$ cat config.mk
export PLATFORM = sky130hd
export DESIGN_NAME = sorted_min_priority_queue_flat
export DESIGN_NICKNAME = d
export VERILOG_FILES = /design/src/rtl/spq_pkg.sv /design/src/rtl/spq_if.sv /design/src/rtl/spq_cell.sv /design/src/rtl/sorted_min_priority_queue.sv /design/src/flat_wrapper.sv
export SDC_FILE = /design/constraint.sdc
export NUM_CORES = 1
export LEC_CHECK = 0
export ABC_AREA = 1
export BUFFER_PORTS_ARGS = -buffer_cell sky130_fd_sc_hd__buf_2
export CAP_MARGIN = 20
export CORE_MARGIN = 1
export CORE_UTILIZATION = 25
export CTS_CLUSTER_DIAMETER = 200
export CTS_CLUSTER_SIZE = 24
export DETAILED_ROUTE_END_ITERATION = 8
export RECOVER_POWER = 50
export SLEW_MARGIN = 20
export SYNTH_ARGS = -nofsm -noshare
export SYNTH_HDL_FRONTEND = slang
export SYNTH_SLANG_ARGS = --single-unit
$ cat constraint.sdc
create_clock -name clk_i -period 2.4 [get_ports clk_i]
set_clock_uncertainty 0.1 [all_clocks]
set_input_delay 0.12 -clock clk_i [delete_from_list [all_inputs] [get_ports clk_i]]
set_output_delay 0.12 -clock clk_i [all_outputs]
set_load 0.05 [all_outputs]
$ cat src/rtl/spq_pkg.sv
`timescale 1ns / 1ps
`default_nettype none

package spq_pkg;

  // Result status codes
  localparam logic [1:0] StDone  = 2'd0;
  localparam logic [1:0] StFull  = 2'd1;
  localparam logic [1:0] StEmpty = 2'd2;

  // Command codes
  localparam logic CmdPush = 1'b0;
  localparam logic CmdPop  = 1'b1;

  // Broadcast to every cell in the chain for one accepted item
  typedef struct packed {
    logic              push;   // insert value (queue not full)
    logic              pop;    // remove head (queue not empty)
    logic signed [7:0] value;
  } spq_ctl_t;

endpackage

`default_nettype wire

$ cat src/rtl/spq_if.sv
`timescale 1ns / 1ps
`default_nettype none

// Input channel: one push or pop command per item
interface spq_in_if;
  logic              valid;
  logic              ready;
  logic              cmd;
  logic signed [7:0] value;

  modport source (output valid, output cmd, output value, input ready);
  modport sink   (input valid, input cmd, input value, output ready);
endinterface

// Result channel: queue state after each item
interface spq_out_if;
  logic              valid;
  logic              ready;
  logic signed [7:0] head_value;
  logic [4:0]        entry_count;
  logic              is_empty;
  logic [1:0]        status;

  modport source (output valid, output head_value, output entry_count,
                  output is_empty, output status, input ready);
  modport sink   (input valid, input head_value, input entry_count,
                  input is_empty, input status, output ready);
endinterface

`default_nettype wire

$ cat src/rtl/spq_cell.sv
`timescale 1ns / 1ps
`default_nettype none

// One slot of the sorted chain. Lower index holds the smaller value.
module spq_cell (
  input  wire logic              clk_i,
  input  wire logic              rst_ni,
  input  wire spq_pkg::spq_ctl_t ctl_i,
  // left neighbor (smaller side)
  input  wire logic              left_vld_i,
  input  wire logic signed [7:0] left_val_i,
  input  wire logic              left_le_i,
  // right neighbor (larger side)
  input  wire logic              right_vld_i,
  input  wire logic signed [7:0] right_val_i,
  // own state, seen by neighbors
  output logic                   vld_o,
  output logic signed [7:0]      val_o,
  output logic                   le_o
);
  import spq_pkg::*;

  logic              vld_q, vld_d;
  logic signed [7:0] val_q, val_d;

  // Entry stays in place on push when it is <= the new value (stable order)
  assign le_o  = vld_q && (val_q <= ctl_i.value);
  assign vld_o = vld_q;
  assign val_o = val_q;

  // Next-state: keep, take new value, shift right, or shift left
  always_comb begin
    vld_d = vld_q;
    val_d = val_q;
    if (ctl_i.push) begin
      if (!le_o) begin
        vld_d = vld_q | left_vld_i;
        if (left_le_i) begin
          val_d = ctl_i.value;
        end else begin
          val_d = left_val_i;
        end
      end
    end else if (ctl_i.pop) begin
      vld_d = right_vld_i;
      val_d = right_val_i;
    end
  end

  always_ff @(posedge clk_i or negedge rst_ni) begin
    if (!rst_ni) begin
      vld_q <= 1'b0;
    end else begin
      vld_q <= vld_d;
    end
  end

  // Payload needs no reset; valid bit guards it
  always_ff @(posedge clk_i) begin
    val_q <= val_d;
  end

endmodule

`default_nettype wire

$ cat src/rtl/sorted_min_priority_queue.sv
`timescale 1ns / 1ps
`default_nettype none

// Bounded min priority queue kept as a sorted chain of DEPTH cells.
// in_i carries a command (0 push value, 1 pop smallest) and a signed value.
// res_o returns one item per command: head value after the operation (zero
// when empty), entry count (low 5 bits), empty flag and status (done, push
// dropped because full, pop on empty ignored).
// Every cell compares its entry with the pushed value in parallel and either
// holds, takes the new value, or takes its neighbor's entry, so one command
// completes in the cycle it is accepted. The result is valid in the cycle after
// acceptance; throughput is one item per cycle while the receiver does not stall,
// set by the single output register. in_i.ready is high whenever that register
// is empty or is being read, so a stalled receiver holds the result and stops
// input intake. Reset clears all cell valid bits and the count: the queue comes
// up empty, with no clearing pass. Equal values leave in arrival order.
module sorted_min_priority_queue #(
  parameter int DEPTH = 16
) (
  input  wire logic  clk_i,
  input  wire logic  rst_ni,
  spq_in_if.sink     in_i,
  spq_out_if.source  res_o
);
  import spq_pkg::*;

  localparam int CntW = $clog2(DEPTH + 1);

  logic              cell_vld [DEPTH];
  logic signed [7:0] cell_val [DEPTH];
  logic              cell_le  [DEPTH];

  logic              accept;
  logic              full, empty;
  spq_ctl_t          ctl;
  logic [CntW-1:0]   cnt_q, cnt_d;
  logic [1:0]        status_d;

  logic              out_vld_q;
  logic [1:0]        status_q;

  assign in_i.ready = !out_vld_q || res_o.ready;
  assign accept     = in_i.valid && in_i.ready;
  assign full       = cell_vld[DEPTH-1];
  assign empty      = !cell_vld[0];

  // Command decode, broadcast to all cells
  always_comb begin
    ctl.value = in_i.value;
    ctl.push  = accept && (in_i.cmd == CmdPush) && !full;
    ctl.pop   = accept && (in_i.cmd == CmdPop) && !empty;
    cnt_d     = cnt_q;
    status_d  = StDone;
    if (ctl.push) begin
      cnt_d = cnt_q + CntW'(1);
    end else if (ctl.pop) begin
      cnt_d = cnt_q - CntW'(1);
    end
    if (in_i.cmd == CmdPush) begin
      if (full) status_d = StFull;
    end else begin
      if (empty) status_d = StEmpty;
    end
  end

  // Cell chain
  for (genvar i = 0; i < DEPTH; i++) begin : g_cell
    logic              l_vld, l_le, r_vld;
    logic signed [7:0] l_val, r_val;

    if (i == 0) begin : g_first
      assign l_vld = 1'b1;
      assign l_val = in_i.value;
      assign l_le  = 1'b1;
    end else begin : g_mid
      assign l_vld = cell_vld[i-1];
      assign l_val = cell_val[i-1];
      assign l_le  = cell_le[i-1];
    end

    if (i == DEPTH - 1) begin : g_last
      assign r_vld = 1'b0;
      assign r_val = '0;
    end else begin : g_rest
      assign r_vld = cell_vld[i+1];
      assign r_val = cell_val[i+1];
    end

    spq_cell u_cell (
      .clk_i       (clk_i),
      .rst_ni      (rst_ni),
      .ctl_i       (ctl),
      .left_vld_i  (l_vld),
      .left_val_i  (l_val),
      .left_le_i   (l_le),
      .right_vld_i (r_vld),
      .right_val_i (r_val),
      .vld_o       (cell_vld[i]),
      .val_o       (cell_val[i]),
      .le_o        (cell_le[i])
    );
  end

  // Count and result register
  always_ff @(posedge clk_i or negedge rst_ni) begin
    if (!rst_ni) begin
      cnt_q     <= '0;
      out_vld_q <= 1'b0;
    end else begin
      cnt_q <= cnt_d;
      if (accept) begin
        out_vld_q <= 1'b1;
      end else if (res_o.ready) begin
        out_vld_q <= 1'b0;
      end
    end
  end

  always_ff @(posedge clk_i) begin
    if (accept) begin
      status_q <= status_d;
    end
  end

  // Cells and count only change on accept, which cannot happen while the
  // result is held, so head and count are read straight from state
  assign res_o.valid       = out_vld_q;
  assign res_o.head_value  = cell_vld[0] ? cell_val[0] : 8'sd0;
  assign res_o.entry_count = 5'(cnt_q);
  assign res_o.is_empty    = !cell_vld[0];
  assign res_o.status      = status_q;

endmodule

`default_nettype wire

$ cat src/flat_wrapper.sv
// flat-port wrapper written by rule: the top's interface ports become plain ports
module sorted_min_priority_queue_flat import spq_pkg::*;
#(
  parameter int DEPTH = 16
)
  (clk_i, rst_ni, in_i_valid, in_i_cmd, in_i_value, in_i_ready, res_o_valid, res_o_head_value, res_o_entry_count, res_o_is_empty, res_o_status, res_o_ready);
  spq_in_if in_i_i ();
  spq_out_if res_o_i ();
  input  wire logic clk_i;
  input  wire logic rst_ni;
  input wire logic [$bits(in_i_i.valid)-1:0] in_i_valid;
  input wire logic [$bits(in_i_i.cmd)-1:0] in_i_cmd;
  input wire logic [$bits(in_i_i.value)-1:0] in_i_value;
  output wire logic [$bits(in_i_i.ready)-1:0] in_i_ready;
  output wire logic [$bits(res_o_i.valid)-1:0] res_o_valid;
  output wire logic [$bits(res_o_i.head_value)-1:0] res_o_head_value;
  output wire logic [$bits(res_o_i.entry_count)-1:0] res_o_entry_count;
  output wire logic [$bits(res_o_i.is_empty)-1:0] res_o_is_empty;
  output wire logic [$bits(res_o_i.status)-1:0] res_o_status;
  input wire logic [$bits(res_o_i.ready)-1:0] res_o_ready;
  assign in_i_i.valid = in_i_valid;
  assign in_i_i.cmd = in_i_cmd;
  assign in_i_i.value = in_i_value;
  assign in_i_ready = in_i_i.ready;
  assign res_o_valid = res_o_i.valid;
  assign res_o_head_value = res_o_i.head_value;
  assign res_o_entry_count = res_o_i.entry_count;
  assign res_o_is_empty = res_o_i.is_empty;
  assign res_o_status = res_o_i.status;
  assign res_o_i.ready = res_o_ready;
  sorted_min_priority_queue #(.DEPTH(DEPTH)) u_core (.clk_i(clk_i), .rst_ni(rst_ni), .in_i(in_i_i), .res_o(res_o_i));
endmodule
## Word-level counts from Yosys, hierarchy flattened

Index checks and enable logic that the tools add are counted.
Widths: inputs -> output; s select.

- Input bits: 13
- Bits in registers: 152

- Equality and inequality tests: 16
- Multiplexer cells: 119
- Reductions and logical operators: 43
- Magnitude comparators: 16
- $add $sub $neg: 2
- Bitwise logic cells: 16

Operators with widths:

| cell | count |
|---|---|
| $mux 8 | 64 |
| $le 8x8->1 | 16 |
| $mux 1 | 51 |
| $ne 2x2->1 const B | 16 |
| $reduce_and 2->1 | 16 |
| $logic_and 1x1->1 | 21 |
| $or 1x1->1 | 15 |
| $mux 5 | 2 |
| $add 5x1->5 const B | 1 |
| $sub 5x1->5 const B | 1 |
| $mux 2 | 2 |
| $reduce_bool 2->1 | 2 |
| $logic_not 1->1 | 3 |
| $logic_or 1x1->1 | 1 |
| $not 1->1 | 1 |

## Longest topological paths before layout

- Depth after elaboration: 7
- Gate-level depth with buffers: 16
- Depth with buffers taken out: 16

## By module

From an unflattened synthesis, not the netlist that was laid out.

- Cells, all modules: 1605
- Area total of the unflattened synthesis: 12095.4 µm²

Modules (own cells, without submodules):

| module | cells an instance | sequential area each (µm²) | times used | area an instance (µm²) |
|---|---|---|---|---|
| spq_cell at u_core.g_cell[0].u_cell ... | 95 | 265.3 | 12 | 719.4 |
| spq_cell at u_core.g_cell[6].u_cell ... | 96 | 265.3 | 4 | 714.4 |
| sorted_min_priority_queue | 81 | 210.2 | 1 | 604.3 |

## Worst setup path before layout

Ideal clock, no wire load.

- Kind: reg2reg
- Start: reg u_core.out_vld_q (netlist: u_core.res_o.valid)
- End: reg u_core.cnt_q[4] (netlist: u_core.res_o.entry_count[4])
- Cell stages (with the launch flop): 14
- Slack: -411 ps
- Clock period less this slack: 2811 ps
- Buffers on the path: 2
- Data arrival time: 2571 ps
- Required time: 2160 ps
- Cell sequence: dfrtp_1 -> nand2_2 -> nand2_2 -> nor3_4 -> inv_2 -> buf_2 -> buf_1 -> ha_1 -> inv_1 -> o21ai_0 -> a21oi_1 -> nand2_1 -> o21ai_0 -> xnor2_1

- Longest elaborated chain between the ends: 6

Ends and longest elaborated chain:

| item | RTL line | RTL |
|---|---|---|
| start, declared | sorted_min_priority_queue.sv:39 | `logic out_vld_q;` |
| start signal, assigned | sorted_min_priority_queue.sv:108 | `out_vld_q <= 1'b0;` |
| start signal, assigned | sorted_min_priority_queue.sv:112 | `out_vld_q <= 1'b1;` |
| start signal, assigned | sorted_min_priority_queue.sv:114 | `out_vld_q <= 1'b0;` |
| $logic_not 1->1 (*) | sorted_min_priority_queue.sv:42 | `assign in_i.ready = !out_vld_q \|\| res_o.ready;` |
| $logic_or 1x1->1 (*) | sorted_min_priority_queue.sv:42 |  |
| net in_i_ready | flat_wrapper.sv:14 | `output wire logic [$bits(in_i_i.ready)-1:0] in_i_ready;` |
| $logic_and 1x1->1 (*) | sorted_min_priority_queue.sv:43 | `assign accept = in_i.valid && in_i.ready;` |
| $logic_and 1x1->1 (on tied branches) (2 in a row) | sorted_min_priority_queue.sv:50, sorted_min_priority_queue.sv:51 |  |
| $mux 5 / $reduce_bool 2->1 (equally long branches) | -- |  |
| end signal, assigned | sorted_min_priority_queue.sv:110 | `cnt_q <= cnt_d;` |
| end, declared | sorted_min_priority_queue.sv:36 | `logic [CntW-1:0] cnt_q, cnt_d;` |

Mark *: on every way through the listed nets, which the timed path passes. The rest lies on a longest branch.
A chain may end at the register's enable or synchronous reset.

## Final worst setup path

- Start: reg u_core.g_cell[14].u_cell.val_q[1]
- End: reg u_core.g_cell[15].u_cell.val_q[3], data pin

- Longest elaborated chain between the ends: 5

Ends and longest elaborated chain:

| item | RTL line | RTL |
|---|---|---|
| start, declared | spq_cell.sv:24 | `logic signed [7:0] val_q, val_d;` |
| start signal, assigned | spq_cell.sv:60 | `val_q <= val_d;` |
| $le 8x8->1 | spq_cell.sv:27 | `assign le_o = vld_q && (val_q <= ctl_i.value);` |
| $logic_and 1x1->1 | spq_cell.sv:27 |  |
| $mux 8 | spq_cell.sv:38 | `if (left_le_i) begin` |
| $mux 8 | spq_cell.sv:36 | `if (!le_o) begin` |
| $mux 8 | spq_cell.sv:35 | `if (ctl_i.push) begin` |
| end signal, assigned | spq_cell.sv:60 |  |
| end, declared | spq_cell.sv:24 |  |

Every way passes these cells. The select of a mux whose other input is x is not followed.

==> impl_metrics.csv <==
group,metric,value,unit
clock_network,cts_tree,"yes",
final_layout,final_cells,2288,
die,num_rows,78,
power_and_ir_drop,p_leak,7.04,nW
setup_path,rr_worst_depth,14,
grt,grt_pass1_vias,10600,
setup_path,worst_setup_path_start_kind,"flop",
place,dpl_cell_area,13000,um2
synth,synthMuxAreaShare,0,%
route,drt_iter0_drc,908,
place,io_buffer_count,30,
synth,synth_compound_area_share,3.81,%
timing,rsz0062_at_grt,"yes",
clock_network,cts_buffers,17,
setup_path,worstPathMaxFanout,8,
timing,maxSlewViolCount,0,
clock_network,cts_htree_levels,4,
synth,synth_seq_area_share,38.0,%
die,die_w,218,um
timing,setup_violations,0,
route,drc,0,
route,vias,11000,
die,io_pins,31,
min_path,min_from,"in_i_value[2]",
synth,synth_fa_ha_area_share,13.3,%
timing,min_period_over_period,94.3,%
setup_path,reg2reg_from,"u_core.g_cell[14].u_cell.val_o[1]",
place,gp_congestion,0.883,
timing,hold_viol_final,0,
final_layout,finalInstanceArea,13800,um2
synth,syn_inst,1611,
setup_path,r2r_setup_slack,0.14,ns
final_layout,final_nets,1812,
synth,synth_seq_cells,152,
clock_network,numClockSinks,152,
synth,syn_nets,1748,
die,die_y,218,um
final_layout,syn_to_final_growth,17.6,%
power_and_ir_drop,total_power,11.4,mW
synth,synthDistinctLibCells,28,
power_and_ir_drop,vdd_drop_max,0.521,mV
setup_path,startpoint,"u_core.g_cell[14].u_cell.val_o[1]",
clock_network,clk_latency,0.44,ns
setup_path,critPathRequiredTime,2.48,ns
synth,syn_area_per_cell,7.27,um2
grt,grt_usage,14.8,%
synth,synth_area,11700,um2
clock_network,path_clk_slew,0.06,ns
setup_path,cp.arrival,2.34,ns
min_path,hp-class,"in2reg",
route,finalWirelength,34300,um
setup_path,critPathKind,"reg2reg",
final_layout,drive_above_1_share,9.77,%
final_layout,diodes,0,
clock_network,clk_path_buf_depth,2,
run_status,status,"finished clean",
grt,grt_max_degree,85,
synth,synth_top_flop_cell,"edfxtp_1",
die,die-area,47700,um2
timing,fmax,442,MHz
synth,ys_async_sr_fraction,14.5,%
route,vias_per_cell,4.79,
route,post_drt_wl_per_cell,15.0,um
timing,tightest_slew,1.47,ns
setup_path,worstSetupEndpoint,"u_core.g_cell[15].u_cell.val_o[3]",
job,cap_violations,0,
final_layout,final_util,30.1,%
route,firstDrtPassIters,6,
place,post-place-cells,2242,
synth,synth_xor_area_share,0.224,%
die,initial_core_util,25.6,%
clock_network,clock-root-buffer,"clkbuf_16",
setup_path,worstSetupEndpointType,"flop",
grt,overflow,0,
synth,synth-edff-count,130,
setup_path,r2r-end,"u_core.g_cell[15].u_cell.val_o[3]",
synth,synth_top_family_by_area,"simple AND/OR/NAND/NOR gates",
route,final_antenna_net_count,0,
grt,grt_pass1_wl,55600,um
place,dp_hpwl,24800,um
power_and_ir_drop,pwr_density_cell,827,nW/um2
timing,setup_tns,0,ns
timing,period_minus_slack,2.26,ns
grt,grt_antenna_before_repair,0,
die,coreArea,45800,um2
timing,maxSlewHeadroom,2.29,%
synth,synthSimpleGateAreaFrac,35.7,%
synth,yosysWarnings,0,
layout by cell type, fill, tap and decap left out, drive strengths merged, types with 22 or more instances in the layout:
cell type and count:
nor2 65, inv 205, nand3 276, buf 84
clkbuf 34, a21oi 33, o21ai 34, dfrtp 22
edfxtp 130, ha 123, nand2 627
flip-flops by register name (all words and copies together) (netlist names):
| register | count |
|---|---|
| u_core.g_cell.u_cell.val_o | 128 |
| u_core.g_cell.u_cell.vld_o | 16 |
| u_core.res_o.entry_count | 5 |
| u_core.res_o.status | 2 |
| u_core.res_o.valid | 1 |
final cells by class:
class,instances,area (um2)
clock inverter,8,80.1
sequential,152,4460
clock buffer,24,536
multi-input combinational,1194,6310
timing repair buffer,104,865
fill,4874,32000
inverter,206,781
tap,600,751
cells by family after synthesis:
group	after synthesis
xor gates and xnor gates	3
DFF	152
AOI/OAI and AO/OA	82
buffers and inverters	265
and+or+nand+nor	985
adders and majority gates	124
worst max-delay path: stages (launching register included):
cell	delay, ns
edfxtp_1	0.43
ha_1	0.32
nand2_1	0.07
nand2_1	0.04
nand2_1	0.05
nand2_1	0.05
nand2_1	0.08
nand2_1	0.06
nand2_1	0.08
nand3_2	0.12
nand2_2	0.11
buf_6	0.14
clkinvlp_4	0.17
nor2_1	0.13
nor2_1	0.06
worst min path at each step:
| stage | endpoint | slack [ns] | cells after the start |
|---|---|---|---|
| 2_1_floorplan | u_core.g_cell[0].u_cell.vld_o | -0.28 | 0 |
| 3_3_place_gp | u_core.res_o.entry_count[4] | 0.06 | 1 |
| 3_5_place_dp | u_core.res_o.entry_count[0] | 0.06 | 1 |
| 4_1_cts | u_core.g_cell[15].u_cell.val_o[7] | 0.002 | 3 |
| 5_1_grt | u_core.g_cell[15].u_cell.val_o[7] | 0.04 | 3 |
| 6_report | u_core.g_cell[15].u_cell.val_o[2] | 0.02 | 3 |
metal layers:
metal / global-route usage (%) / part of all wire (%) / up-vias
li1: - / - / 5380
met2: 24.1 / 46 / 346
met1: 19.9 / 45 / 5190
met4: 4.34 / 1.7 / 0
met5: 0 / 0 / -
met3: 2.25 / 7.3 / 36
through the flow:
step,hold WS (ns),setup slack [ns]
global route,0.0396,-0.0333
detailed placement,0.0590,-0.0754
finish,0.0197,0.136
CTS,0.00186,0.0281
global placement,0.0551,-0.00677
floorplan,-0.276,-0.00489
where the power goes:
group | internal (mW) | switching (mW)
Combinational | 1.51 | 2.85
Sequential | 3.58 | 0.624
Clock | 1.67 | 1.16
Total | 6.76 | 4.63
repair_timing:
item | 4_1_cts | 5_1_grt
gates resized for setup | 3 | 18
hold buffers | 10 | 0
endpoints found under the hold margin | 34 | 0
endpoints found under the setup margin | 3 | 81
setup buffers | 0 | 4
pin swaps | 0 | 3
synth_stat cells, drive strengths merged, types with 2 or more instances:
cell,count,area (um2)
inv,205,769
xor2,2,17.5
nor2,65,244
a21o,11,82.6
ha,123,1540
clkbuf,34,128
o21ai,34,170
a21oi,33,165
nand3,276,1420
buf,25,146
dfrtp,22,551
edfxtp,130,3900
nand2,627,2410
nand4,16,100
No activity file was read; power rests on OpenSTA's default activity.
